--- src/design/hcd_pkg.sv ---
`default_nettype none
// ----------------------------------------------------------------------------
// hcd_pkg: shared definitions for the HTTP chunked decoder
// Parse modes, end status codes, line and size limits, and the header text
// that marks a chunked body.
// ----------------------------------------------------------------------------
package hcd_pkg;

   // Longest size line held, CRLF included.
   localparam int SIZE_LINE_MAX   = 20;
   // Width of the chunk size counter; larger sizes saturate.
   localparam int CHUNK_SIZE_BITS = 32;

   localparam int LINE_LEN_W = $clog2(SIZE_LINE_MAX + 1);
   localparam int LINE_IDX_W = $clog2(SIZE_LINE_MAX);

   // Header text searched for, first character in the top byte.
   localparam int WIN_LEN = 26;
   localparam logic [8*WIN_LEN-1:0] TE_TEXT = "Transfer-Encoding: chunked";

   localparam logic [7:0] CH_CR   = 8'h0D;
   localparam logic [7:0] CH_LF   = 8'h0A;
   localparam logic [7:0] CH_ZERO = 8'h30;

   typedef enum logic [2:0] {
      MODE_HEADER,
      MODE_SIZE,
      MODE_DATA,
      MODE_SKIP,
      MODE_RAW,
      MODE_DONE,
      MODE_PLAIN
   } mode_type;

   typedef enum logic [2:0] {
      ST_ZERO_CHUNK,
      ST_NOT_CHUNKED,
      ST_RAW_BAD_LINE,
      ST_TRUNCATED,
      ST_BETWEEN_CHUNKS
   } end_status_type;

endpackage
`default_nettype wire

--- src/design/http_chunked_decoder.sv ---
`default_nettype none
// A data byte appears in the result register in the cycle after its request.
// Throughput (rsp_stall low): one request per cycle; a request with end marker and a
// data byte stalls requests until its status result is sent; a rejected size line
// stalls requests as the line buffer drains up to SIZE_LINE_MAX bytes, one a cycle.
// Reset: synchronous, clears parse state, header window and result valid; the line
// buffer is not cleared and needs no clearing pass.
// ----------------------------------------------------------------------------
// http_chunked_decoder: HTTP/1.1 chunked transfer decoder
// Passes header bytes, detects the chunked encoding header, parses hex size
// lines incrementally and emits chunk data, with a status result at the end.
// ----------------------------------------------------------------------------
module http_chunked_decoder (
   input  wire logic       clock,
   input  wire logic       reset,
   input  wire logic       req_valid,
   output logic            req_stall,
   input  wire logic [7:0] req_in_byte,
   input  wire logic       req_in_last,
   output logic            rsp_valid,
   input  wire logic       rsp_stall,
   output logic [7:0]      rsp_out_byte,
   output logic            rsp_byte_present,
   output logic            rsp_out_last,
   output logic [2:0]      rsp_end_status
);

   localparam int CSB   = hcd_pkg::CHUNK_SIZE_BITS;
   localparam int LEN_W = hcd_pkg::LINE_LEN_W;
   localparam int IDX_W = hcd_pkg::LINE_IDX_W;
   localparam int WIN   = hcd_pkg::WIN_LEN;

   // Decodes one hex character to {valid, value}.
   function automatic logic [4:0] hex_decode(input logic [7:0] c);
      logic [7:0] t;
      t = 8'h00;
      if (c >= 8'h30 && c <= 8'h39) begin
         t = c - 8'h30;
         return {1'b1, t[3:0]};
      end else if (c >= 8'h61 && c <= 8'h66) begin
         t = c - 8'h57;
         return {1'b1, t[3:0]};
      end else if (c >= 8'h41 && c <= 8'h46) begin
         t = c - 8'h37;
         return {1'b1, t[3:0]};
      end
      return 5'b0_0000;
   endfunction

   // Parse state.
   hcd_pkg::mode_type mode_ff, mode_in;
   logic              seen_ff, seen_in;
   logic [7:0]        win_ff [WIN];
   logic [7:0]        buf_ff [hcd_pkg::SIZE_LINE_MAX];
   logic [LEN_W-1:0]  len_ff, len_in;
   logic              ok_ff, ok_in;
   logic [CSB-1:0]    acc_ff, acc_in;
   logic              pok_ff, pok_in;
   logic [CSB-1:0]    pacc_ff, pacc_in;
   logic              pcr_ff, pcr_in;
   logic              fz_ff, fz_in;
   logic [CSB-1:0]    rem_ff, rem_in;
   logic [1:0]        skip_ff, skip_in;

   // Result side.
   logic              rsp_valid_ff;
   logic [7:0]        rsp_byte_ff;
   logic              rsp_present_ff;
   logic              rsp_last_ff;
   logic [2:0]        rsp_status_ff;
   logic [LEN_W-1:0]  drain_cnt_ff;
   logic [IDX_W-1:0]  drain_idx_ff;
   logic              stat_pend_ff;
   logic [2:0]        stat_val_ff;

   logic              slot_free;
   logic              accept;
   logic              emit_byte;
   logic              flush;
   logic              buf_we;
   logic              win_shift;
   logic              te_match;
   logic              hdr_end;
   logic [4:0]        hex;
   logic [LEN_W-1:0]  len_new;
   logic              line_end;
   logic [CSB-1:0]    acc_step;
   hcd_pkg::end_status_type status;

   // Handshake.
   assign slot_free = !rsp_valid_ff || !rsp_stall;
   assign req_stall = !slot_free || (drain_cnt_ff != '0) || stat_pend_ff;
   assign accept    = req_valid && !req_stall;

   // Header window compare on the window as it stands after this byte.
   always_comb begin
      te_match = (req_in_byte == hcd_pkg::TE_TEXT[7:0]);
      for (int i = 0; i < WIN - 1; i++) begin
         if (win_ff[i+1] != hcd_pkg::TE_TEXT[8*(WIN-1-i) +: 8]) begin
            te_match = 1'b0;
         end
      end
      hdr_end = (win_ff[WIN-3] == hcd_pkg::CH_CR) && (win_ff[WIN-2] == hcd_pkg::CH_LF) &&
                (win_ff[WIN-1] == hcd_pkg::CH_CR) && (req_in_byte == hcd_pkg::CH_LF);
   end

   // Size line helpers: hex digit, saturating accumulate and line end.
   assign hex      = hex_decode(req_in_byte);
   assign len_new  = len_ff + 1'b1;
   assign line_end = (len_ff != '0) && (req_in_byte == hcd_pkg::CH_LF) && pcr_ff;
   assign acc_step = (acc_ff[CSB-1:CSB-4] != 4'h0) ? {CSB{1'b1}} : {acc_ff[CSB-5:0], hex[3:0]};

   // Next parse state and the results that this request causes.
   always_comb begin
      mode_in   = mode_ff;
      seen_in   = seen_ff;
      len_in    = len_ff;
      ok_in     = ok_ff;
      acc_in    = acc_ff;
      pok_in    = pok_ff;
      pacc_in   = pacc_ff;
      pcr_in    = pcr_ff;
      fz_in     = fz_ff;
      rem_in    = rem_ff;
      skip_in   = skip_ff;
      emit_byte = 1'b0;
      flush     = 1'b0;
      buf_we    = 1'b0;
      win_shift = 1'b0;
      status    = hcd_pkg::ST_BETWEEN_CHUNKS;

      if (accept) begin
         case (mode_ff)
            hcd_pkg::MODE_HEADER: begin
               emit_byte = 1'b1;
               win_shift = 1'b1;
               seen_in   = seen_ff || te_match;
               if (hdr_end) begin
                  mode_in = seen_in ? hcd_pkg::MODE_SIZE : hcd_pkg::MODE_PLAIN;
                  len_in  = '0;
                  ok_in   = 1'b1;
                  acc_in  = '0;
                  pcr_in  = 1'b0;
               end
            end
            hcd_pkg::MODE_PLAIN, hcd_pkg::MODE_RAW: begin
               emit_byte = 1'b1;
            end
            hcd_pkg::MODE_SIZE: begin
               buf_we = 1'b1;
               if (line_end) begin
                  // The hex text is everything before the closing CR.
                  if (len_ff == LEN_W'(2) && fz_ff) begin
                     mode_in = hcd_pkg::MODE_DONE;
                     len_in  = '0;
                  end else if (len_ff == LEN_W'(1) || !pok_ff) begin
                     flush   = 1'b1;
                     mode_in = hcd_pkg::MODE_RAW;
                     len_in  = '0;
                  end else begin
                     len_in = '0;
                     rem_in = pacc_ff;
                     if (pacc_ff == '0) begin
                        mode_in = hcd_pkg::MODE_SKIP;
                        skip_in = 2'd2;
                     end else begin
                        mode_in = hcd_pkg::MODE_DATA;
                     end
                  end
               end else if (len_new >= LEN_W'(hcd_pkg::SIZE_LINE_MAX)) begin
                  flush   = 1'b1;
                  mode_in = hcd_pkg::MODE_RAW;
                  len_in  = '0;
               end else begin
                  len_in  = len_new;
                  pok_in  = ok_ff;
                  pacc_in = acc_ff;
                  ok_in   = ok_ff && hex[4];
                  acc_in  = acc_step;
                  pcr_in  = (req_in_byte == hcd_pkg::CH_CR);
                  if (len_ff == '0) begin
                     fz_in = (req_in_byte == hcd_pkg::CH_ZERO);
                  end
               end
            end
            hcd_pkg::MODE_DATA: begin
               emit_byte = 1'b1;
               if (rem_ff != '0) begin
                  rem_in = rem_ff - 1'b1;
               end
               if (rem_in == '0) begin
                  mode_in = hcd_pkg::MODE_SKIP;
                  skip_in = 2'd2;
               end
            end
            hcd_pkg::MODE_SKIP: begin
               if (skip_ff != 2'd0) begin
                  skip_in = skip_ff - 1'b1;
               end
               if (skip_in == 2'd0) begin
                  mode_in = hcd_pkg::MODE_SIZE;
                  len_in  = '0;
                  ok_in   = 1'b1;
                  acc_in  = '0;
                  pcr_in  = 1'b0;
               end
            end
            default: begin
            end
         endcase

         // End of response: report and return to the reset state.
         case (mode_in)
            hcd_pkg::MODE_DONE:   status = hcd_pkg::ST_ZERO_CHUNK;
            hcd_pkg::MODE_HEADER,
            hcd_pkg::MODE_PLAIN:  status = hcd_pkg::ST_NOT_CHUNKED;
            hcd_pkg::MODE_RAW:    status = hcd_pkg::ST_RAW_BAD_LINE;
            hcd_pkg::MODE_DATA:   status = hcd_pkg::ST_TRUNCATED;
            default:              status = hcd_pkg::ST_BETWEEN_CHUNKS;
         endcase
         if (req_in_last) begin
            mode_in = hcd_pkg::MODE_HEADER;
            seen_in = 1'b0;
            len_in  = '0;
            rem_in  = '0;
            skip_in = 2'd0;
         end
      end
   end

   // Parse state registers.
   always_ff @(posedge clock) begin
      if (reset) begin
         mode_ff <= hcd_pkg::MODE_HEADER;
         seen_ff <= 1'b0;
         len_ff  <= '0;
         rem_ff  <= '0;
         skip_ff <= 2'd0;
      end else begin
         mode_ff <= mode_in;
         seen_ff <= seen_in;
         len_ff  <= len_in;
         rem_ff  <= rem_in;
         skip_ff <= skip_in;
      end
      ok_ff   <= ok_in;
      acc_ff  <= acc_in;
      pok_ff  <= pok_in;
      pacc_ff <= pacc_in;
      pcr_ff  <= pcr_in;
      fz_ff   <= fz_in;
   end

   // Header window shift register, cleared at the end of each response.
   always_ff @(posedge clock) begin
      if (reset || (accept && req_in_last)) begin
         for (int i = 0; i < WIN; i++) begin
            win_ff[i] <= 8'h00;
         end
      end else if (win_shift) begin
         for (int i = 0; i < WIN - 1; i++) begin
            win_ff[i] <= win_ff[i+1];
         end
         win_ff[WIN-1] <= req_in_byte;
      end
   end

   // Size line buffer.
   always_ff @(posedge clock) begin
      if (buf_we) begin
         buf_ff[len_ff[IDX_W-1:0]] <= req_in_byte;
      end
   end

   // Result register, line buffer drain and pending status result.
   always_ff @(posedge clock) begin
      if (reset) begin
         rsp_valid_ff <= 1'b0;
         drain_cnt_ff <= '0;
         stat_pend_ff <= 1'b0;
      end else if (accept) begin
         stat_val_ff <= status;
         if (flush) begin
            rsp_valid_ff <= 1'b0;
            drain_cnt_ff <= len_new;
            drain_idx_ff <= '0;
            stat_pend_ff <= req_in_last;
         end else if (emit_byte) begin
            rsp_valid_ff   <= 1'b1;
            rsp_byte_ff    <= req_in_byte;
            rsp_present_ff <= 1'b1;
            rsp_last_ff    <= 1'b0;
            rsp_status_ff  <= hcd_pkg::ST_ZERO_CHUNK;
            stat_pend_ff   <= req_in_last;
         end else if (req_in_last) begin
            rsp_valid_ff   <= 1'b1;
            rsp_byte_ff    <= 8'h00;
            rsp_present_ff <= 1'b0;
            rsp_last_ff    <= 1'b1;
            rsp_status_ff  <= status;
         end else begin
            rsp_valid_ff <= 1'b0;
         end
      end else if (slot_free) begin
         if (drain_cnt_ff != '0) begin
            rsp_valid_ff   <= 1'b1;
            rsp_byte_ff    <= buf_ff[drain_idx_ff];
            rsp_present_ff <= 1'b1;
            rsp_last_ff    <= 1'b0;
            rsp_status_ff  <= hcd_pkg::ST_ZERO_CHUNK;
            drain_cnt_ff   <= drain_cnt_ff - 1'b1;
            drain_idx_ff   <= drain_idx_ff + 1'b1;
         end else if (stat_pend_ff) begin
            rsp_valid_ff   <= 1'b1;
            rsp_byte_ff    <= 8'h00;
            rsp_present_ff <= 1'b0;
            rsp_last_ff    <= 1'b1;
            rsp_status_ff  <= stat_val_ff;
            stat_pend_ff   <= 1'b0;
         end else begin
            rsp_valid_ff <= 1'b0;
         end
      end
   end

   assign rsp_valid        = rsp_valid_ff;
   assign rsp_out_byte     = rsp_byte_ff;
   assign rsp_byte_present = rsp_present_ff;
   assign rsp_out_last     = rsp_last_ff;
   assign rsp_end_status   = rsp_status_ff;

endmodule
`default_nettype wire
--- config.mk ---
export PLATFORM = sky130hd
export DESIGN_NAME = http_chunked_decoder
export DESIGN_NICKNAME = d
export VERILOG_FILES = /design/src/design/hcd_pkg.sv /design/src/design/http_chunked_decoder.sv
export SDC_FILE = /design/constraint.sdc
export NUM_CORES = 1
export LEC_CHECK = 0
export CAP_MARGIN = 20
export CORE_ASPECT_RATIO = 1.1
export CORE_MARGIN = 5
export CORE_UTILIZATION = 45
export CTS_CLUSTER_SIZE = 16
export DETAILED_ROUTE_END_ITERATION = 16
export DONT_BUFFER_PORTS = 1
export GPL_TIMING_DRIVEN = 0
export SLEW_MARGIN = 30
export SYNTH_ARGS = -nofsm -noshare
export SYNTH_HDL_FRONTEND = slang
export SYNTH_SLANG_ARGS = --single-unit
--- constraint.sdc ---
create_clock -name clock -period 8 [get_ports clock]
set_input_delay 0.4 -clock clock [delete_from_list [all_inputs] [get_ports clock]]
set_output_delay 0.4 -clock clock [all_outputs]
set_load 0.005 [all_outputs]
Yosys cells after proc, flatten, opt, wreduce, memory -nomap -nowiden --
Memories as Yosys holds them, arrays and structs flattened. A register that Yosys moved wholly into a read port is not among the register bits. Index checks and enable logic that the tools add are counted. W data, S select, Z words.
Cells by class: $add $sub $neg 8, $mul 0, divide/modulo/power cells 0, $lt $le $gt $ge 7, equal/unequal tests 59, shifts and indexed selects 0, mux-type cells 181, bitwise operators 29, reduce and logical (&&, ||, !) cells 56
Operators with widths (number):
- $mux W32 | 12
- $mux W8 | 33
- $ne A8 B7 Y1 const B | 22
- $pmux W32 S3 | 1
- $mux W5 | 18
- $mux W1 | 84
- $logic_not A32 Y1 | 2
- $pmux W32 S2 | 1
- $mux W3 | 17
- $eq A8 B4 Y1 const B | 5
- $reduce_bool A32 Y1 | 1
- $sub A32 B1 Y32 const B | 1
- $or A1 B1 Y1 | 26
- $ne A8 B6 Y1 const B | 3
- $pmux W3 S4 | 2
- $ne A3 B3 Y1 const B | 7
- $mux W2 | 9
- $ge A8 B7 Y1 const B | 2
- $le A8 B7 Y1 const B | 2
- $eq A3 B3 Y1 const B | 5
- $pmux W5 S3 | 1
- $reduce_and A5 Y1 | 3
- $logic_and A1 B1 Y1 | 12
- $ne A2 B2 Y1 const B | 6
- 36 further kinds | 65
Storage, ports and cells: register bits 139, bits in latches 0, memory bits (writable) 368, bits in read-only memories 0, input bits 13, output and inout port bits 15, logic and storage cells 362, memories kept 2
Memories:
- win_ff | depth 26, bits a word 8, read ports 25, clocked after memory_dff 0, wr ports 26, RTL line http_chunked_decoder.sv:53 | logic [7:0] win_ff [WIN];
- buf_ff | depth 20, bits a word 8, read ports 1, clocked after memory_dff 1, wr ports 1, RTL line http_chunked_decoder.sv:54 | logic [7:0] buf_ff [hcd_pkg::SIZE_LINE_MAX];

Logic depth before layout (Yosys ltp) --
An unclocked memory read counts as a cell.
word-level depth 39, depth in mapped cells 12, gate-level depth less buffers 11

Worst setup path before layout --
No wires, ideal clock.
path kind register -> register, start point register drain_cnt_ff[0], end point memory win_ff[12][4] (netlist: win_ff[0][100]), enable pin, library setup time 568 ps, arrival time 6465 ps, required time 7432 ps, setup slack 967 ps, stages on the path, launching flop included 10, buffers on the path 2, period minus slack after synthesis 7033 ps, cells stage by stage dfxtp_1 inv_1 ha_1 or4b_2 nor3_1 and2_1 clkbuf_1 a21oi_1 clkbuf_1 nand2_1
RTL lines:
- from (decl) | RTL line http_chunked_decoder.sv:71 | logic [LEN_W-1:0] drain_cnt_ff;
- from (signal assigned) | RTL line http_chunked_decoder.sv:285 | drain_cnt_ff <= len_new;
- from (signal assigned) | RTL line http_chunked_decoder.sv:311 | drain_cnt_ff <= drain_cnt_ff - 1'b1;
- to (decl) | RTL line http_chunked_decoder.sv:53

==> flow_summary.yaml <==
logic_synthesis:
  postSynthAreaPerCell_sq_um: 13.8
  synth_top_cell_by_area: "edfxtp_1"
  synth.cell_area_sq_mm: 0.0214
  syn-instance-count: 1543
  ys.flop_type: "edfxtp_1"
  synth_edf_count: 449
  yosys.cell_types.count: 74
  yosys.area.top_type_share_pct: 63.1
  ys_ff_latch: 504
  synth_area_leaders: "edfxtp_1 (63%), and2_1 (6.1%), dfxtp_1 (5.2%), mux4_2 (5.1%), nor2_1 (3.1%)"
  synthArstFlopShare_pct: 0
  syn-num-nets: 1567
  synth_warnings: 0
  synth_seq_area_share_pct: 68.3
sta:
  fin_crit_sh_pct: 59.3
  worst_slack_ns: 3.25
  maxSlewViolCount: 0
  tightestPinTransition_ns: 0.975
  min_period_ns: 4.75
  slew_headroom_pct: 34.8
  rsz0062_at_grt: "no"
  setup_viol: 0
  skew_ns: 0.0307
  hold_viol_final: 0
  clock.fmax_mhz: 211
  tns_ns: 0
worst_setup_path:
  end_kind: "flip-flop"
  critical_path_buf_inv_count: 3
  cp_top_family: "simple AND/OR/NAND/NOR gates"
  crit_top_cell: "nand2_1"
  cp_max_fo: 10
  worstPathCellList: "inv_1, ha_1, or4b_2, nor3_1, nand2_1, nor2_2, nand2_1, nor3_2, buf_1, clkbuf_1, and2_1"
  crit_type: "flip-flop to flip-flop"
  critPathMaxStageDelay_ns: 0.67
  startpoint_type: "flip-flop"
  crit_slowest_cell: "or4b_2"
  cp_data_required_time_ns: 8.46
  arrival_ns: 5.21
final_layout:
  regArea_sq_mm: 0.0146
  final_nets: 1642
  multi_input_area_sq_mm: 0.00645
  nFillCells: 3934
  drive_above_1_share_pct: 10.3
  area_delta_synth_final_pct: 13.7
  antenna_cells: 0
floorplan:
  core_sq_mm: 0.0468
  initial_core_util_pct: 45.6
  die_h_um: 238
  top_level_ports: 28
  die_x_um: 218
  row_count: 83
  die_area_sq_mm: 0.0519
detailed_routing:
  drt_iter0_markers: 1070
  route.detailed.drc: 0
  routed_via_density: 5.67
  ant_nets: 0
  wire_per_inst_um: 22.0
  wirelength_um: 50700
  dr.pass1.iters: 5
  vias: 13000
placed_design:
  place_hpwl_um: 33700
  port_buffers: 0
  place_ws_ns: 3.25
  gp_congestion: 0.944
clock_tree:
  cts_buffer_depth: 3
  cts_tree: "yes"
  cts-root-buf: "clkbuf_16"
  numCtsBuffers: 53
  htreeDepth: 2
  clock_latency_ns: 0.62
  clkTransAtPathRegs_ns: 0.06
  cts_setup_buffers: 0
  cts_sinks: 504
power_and_ir_drop:
  cellPowerDensity_mw_per_mm2: 329
  sw_frac_of_total_pct: 29.6
  power.internal_mw: 5.63
  combPwrFrac_pct: 22.4
  power_frac_seq_pct: 45.6
  pwr-share-clk_pct: 32.1
  power.switching_mw: 2.37
  vdd_ir_drop_max_mv: 0.164
  p_leak_nw: 8.22
global_route:
  antenna_found_initial: 1
  gr-total-overflow: 0
  grt_use_total_pct: 19.5
  grt_max_degree: 54
  first_global_vias: 13000
  grt_pass1_wl_um: 77900
status:
  outcome: "complete, no violations"
min_path:
  hp-class: "input port to flip-flop"
flow_run:
  drv_cap: 0
[Yosys cell counts, types with 10 or more instances]
cell type / n
edfxtp_1: 449
and2_1: 208
nor2_1: 176
nand2_1: 77
clkbuf_1: 68
dfxtp_1: 55
mux4_2: 48
a21oi_1: 45
o21ai_0: 40
nor4_1: 38
nor3_1: 36
nand3_1: 20
nand4_1: 20
inv_1: 18
nor4bb_1: 16
xor2_1: 13
a211oi_1: 11
ha_1: 11
nand2b_1: 11
o31ai_1: 11
a22oi_1: 10
[through the flow]
stage	hold WS [ns]	area (sq um)	util (%)	power, mW	instances
after global routing	0.0140	24300	51.9	8.37	2298
after global placement	0.428	22200	47.3	5.47	2180
final	0.0225	24300	51.9	8.00	2298
after CTS	0.000193	24300	51.9	8.06	2298
after detailed placement	0.432	22400	47.8	5.46	2192
after floorplan	0.417	21400	-	4.88	1543
[cell type report]
type / instances / area share (%)
well taps: 637 / 3.28
flip-flops and latches: 504 / 60.0
multi-input cells: 941 / 26.5
plain buffers: 80 / 1.30
inverters: 18 / 0.278
clock inverters: 36 / 1.79
repair buffers: 20 / 1.01
clock buffers: 62 / 5.77
[power groups by stage]
stage,registers [mW],clock network [mW],logic (mW)
6_report,3.65,2.56,1.79
5_1_grt,3.69,2.73,1.95
4_1_cts,3.65,2.61,1.79
3_5_place_dp,3.70,0,1.77
3_3_place_gp,3.77,0,1.70
2_1_floorplan,3.64,0,1.24
[path summary, 6_finish.rpt]
| path | startpoint | slack [ns] | to | cells past startpoint |
|---|---|---|---|---|
| worst min-delay path | req_in_byte[4] | 0.02 | rsp_out_byte[4] | 2 |
| worst min register to register | acc_ff[28] | 0.43 | pacc_ff[28] | 0 |
| worst max-delay path | drain_cnt_ff[0] | 3.25 | win_ff[0][126] | 11 |
| worst max register to register | drain_cnt_ff[0] | 3.25 | win_ff[0][126] | 11 |
[what timing repair did]
item,4_1_cts,5_1_grt
gates resized for setup,0,0
hold endpoints to repair,173,0
hold buffers,8,0
[metal layers]
| metal | routed length, um | track usage (%) |
|---|---|---|
| met3 | 2710 | 2.84 |
| met4 | 1520 | 6.47 |
| met2 | 24600 | 32.2 |
| met1 | 21900 | 26.8 |
| met5 | 13 | 0 |
[flip-flops by register name, indices dropped and copies added (netlist names), 2 cells and up, named ones only]
| register | count |
|---|---|
| rsp_end_status | 3 |
| buf_ff | 160 |
| skip_ff | 2 |
| len_ff | 5 |
| drain_idx_ff | 5 |
| drain_cnt_ff | 5 |
| rsp_out_byte | 8 |
| stat_val_ff | 3 |
| acc_ff | 32 |
| rem_ff | 32 |
| pacc_ff | 32 |
| win_ff | 200 |
| mode_ff | 3 |
[cell usage in the layout (no fill, tap or decap), drive strengths merged, types with 10 or more instances in the layout]
cell / n
xor2: 13
nor3: 37
buf: 20
inv: 19
nand4: 20
nand2: 77
dfxtp: 55
and2: 208
mux4: 48
nor2: 177
nand2b: 11
nor4bb: 16
o21ai: 42
a22oi: 10
ha: 11
a211oi: 11
clkinv: 24
nand3: 20
o31ai: 11
nor4: 38
clkbuf: 134
a21oi: 45
edfxtp: 449
[cells by family (layout without fill, tap and decap cells)]
family,Yosys count,count (layout),share of synthesized area [%]
buffers and inverters,98,216,1.77
adder cells (fa/ha/maj),11,11,0.644
AO/OA/AOI/OAI,181,181,5.63
multiplexers,63,63,5.80
flip-flops,504,504,68.3
XOR/XNOR,16,16,0.656
AND/OR/NAND/NOR,670,670,17.2
Note: power is estimated with default switching activity, not from simulation.
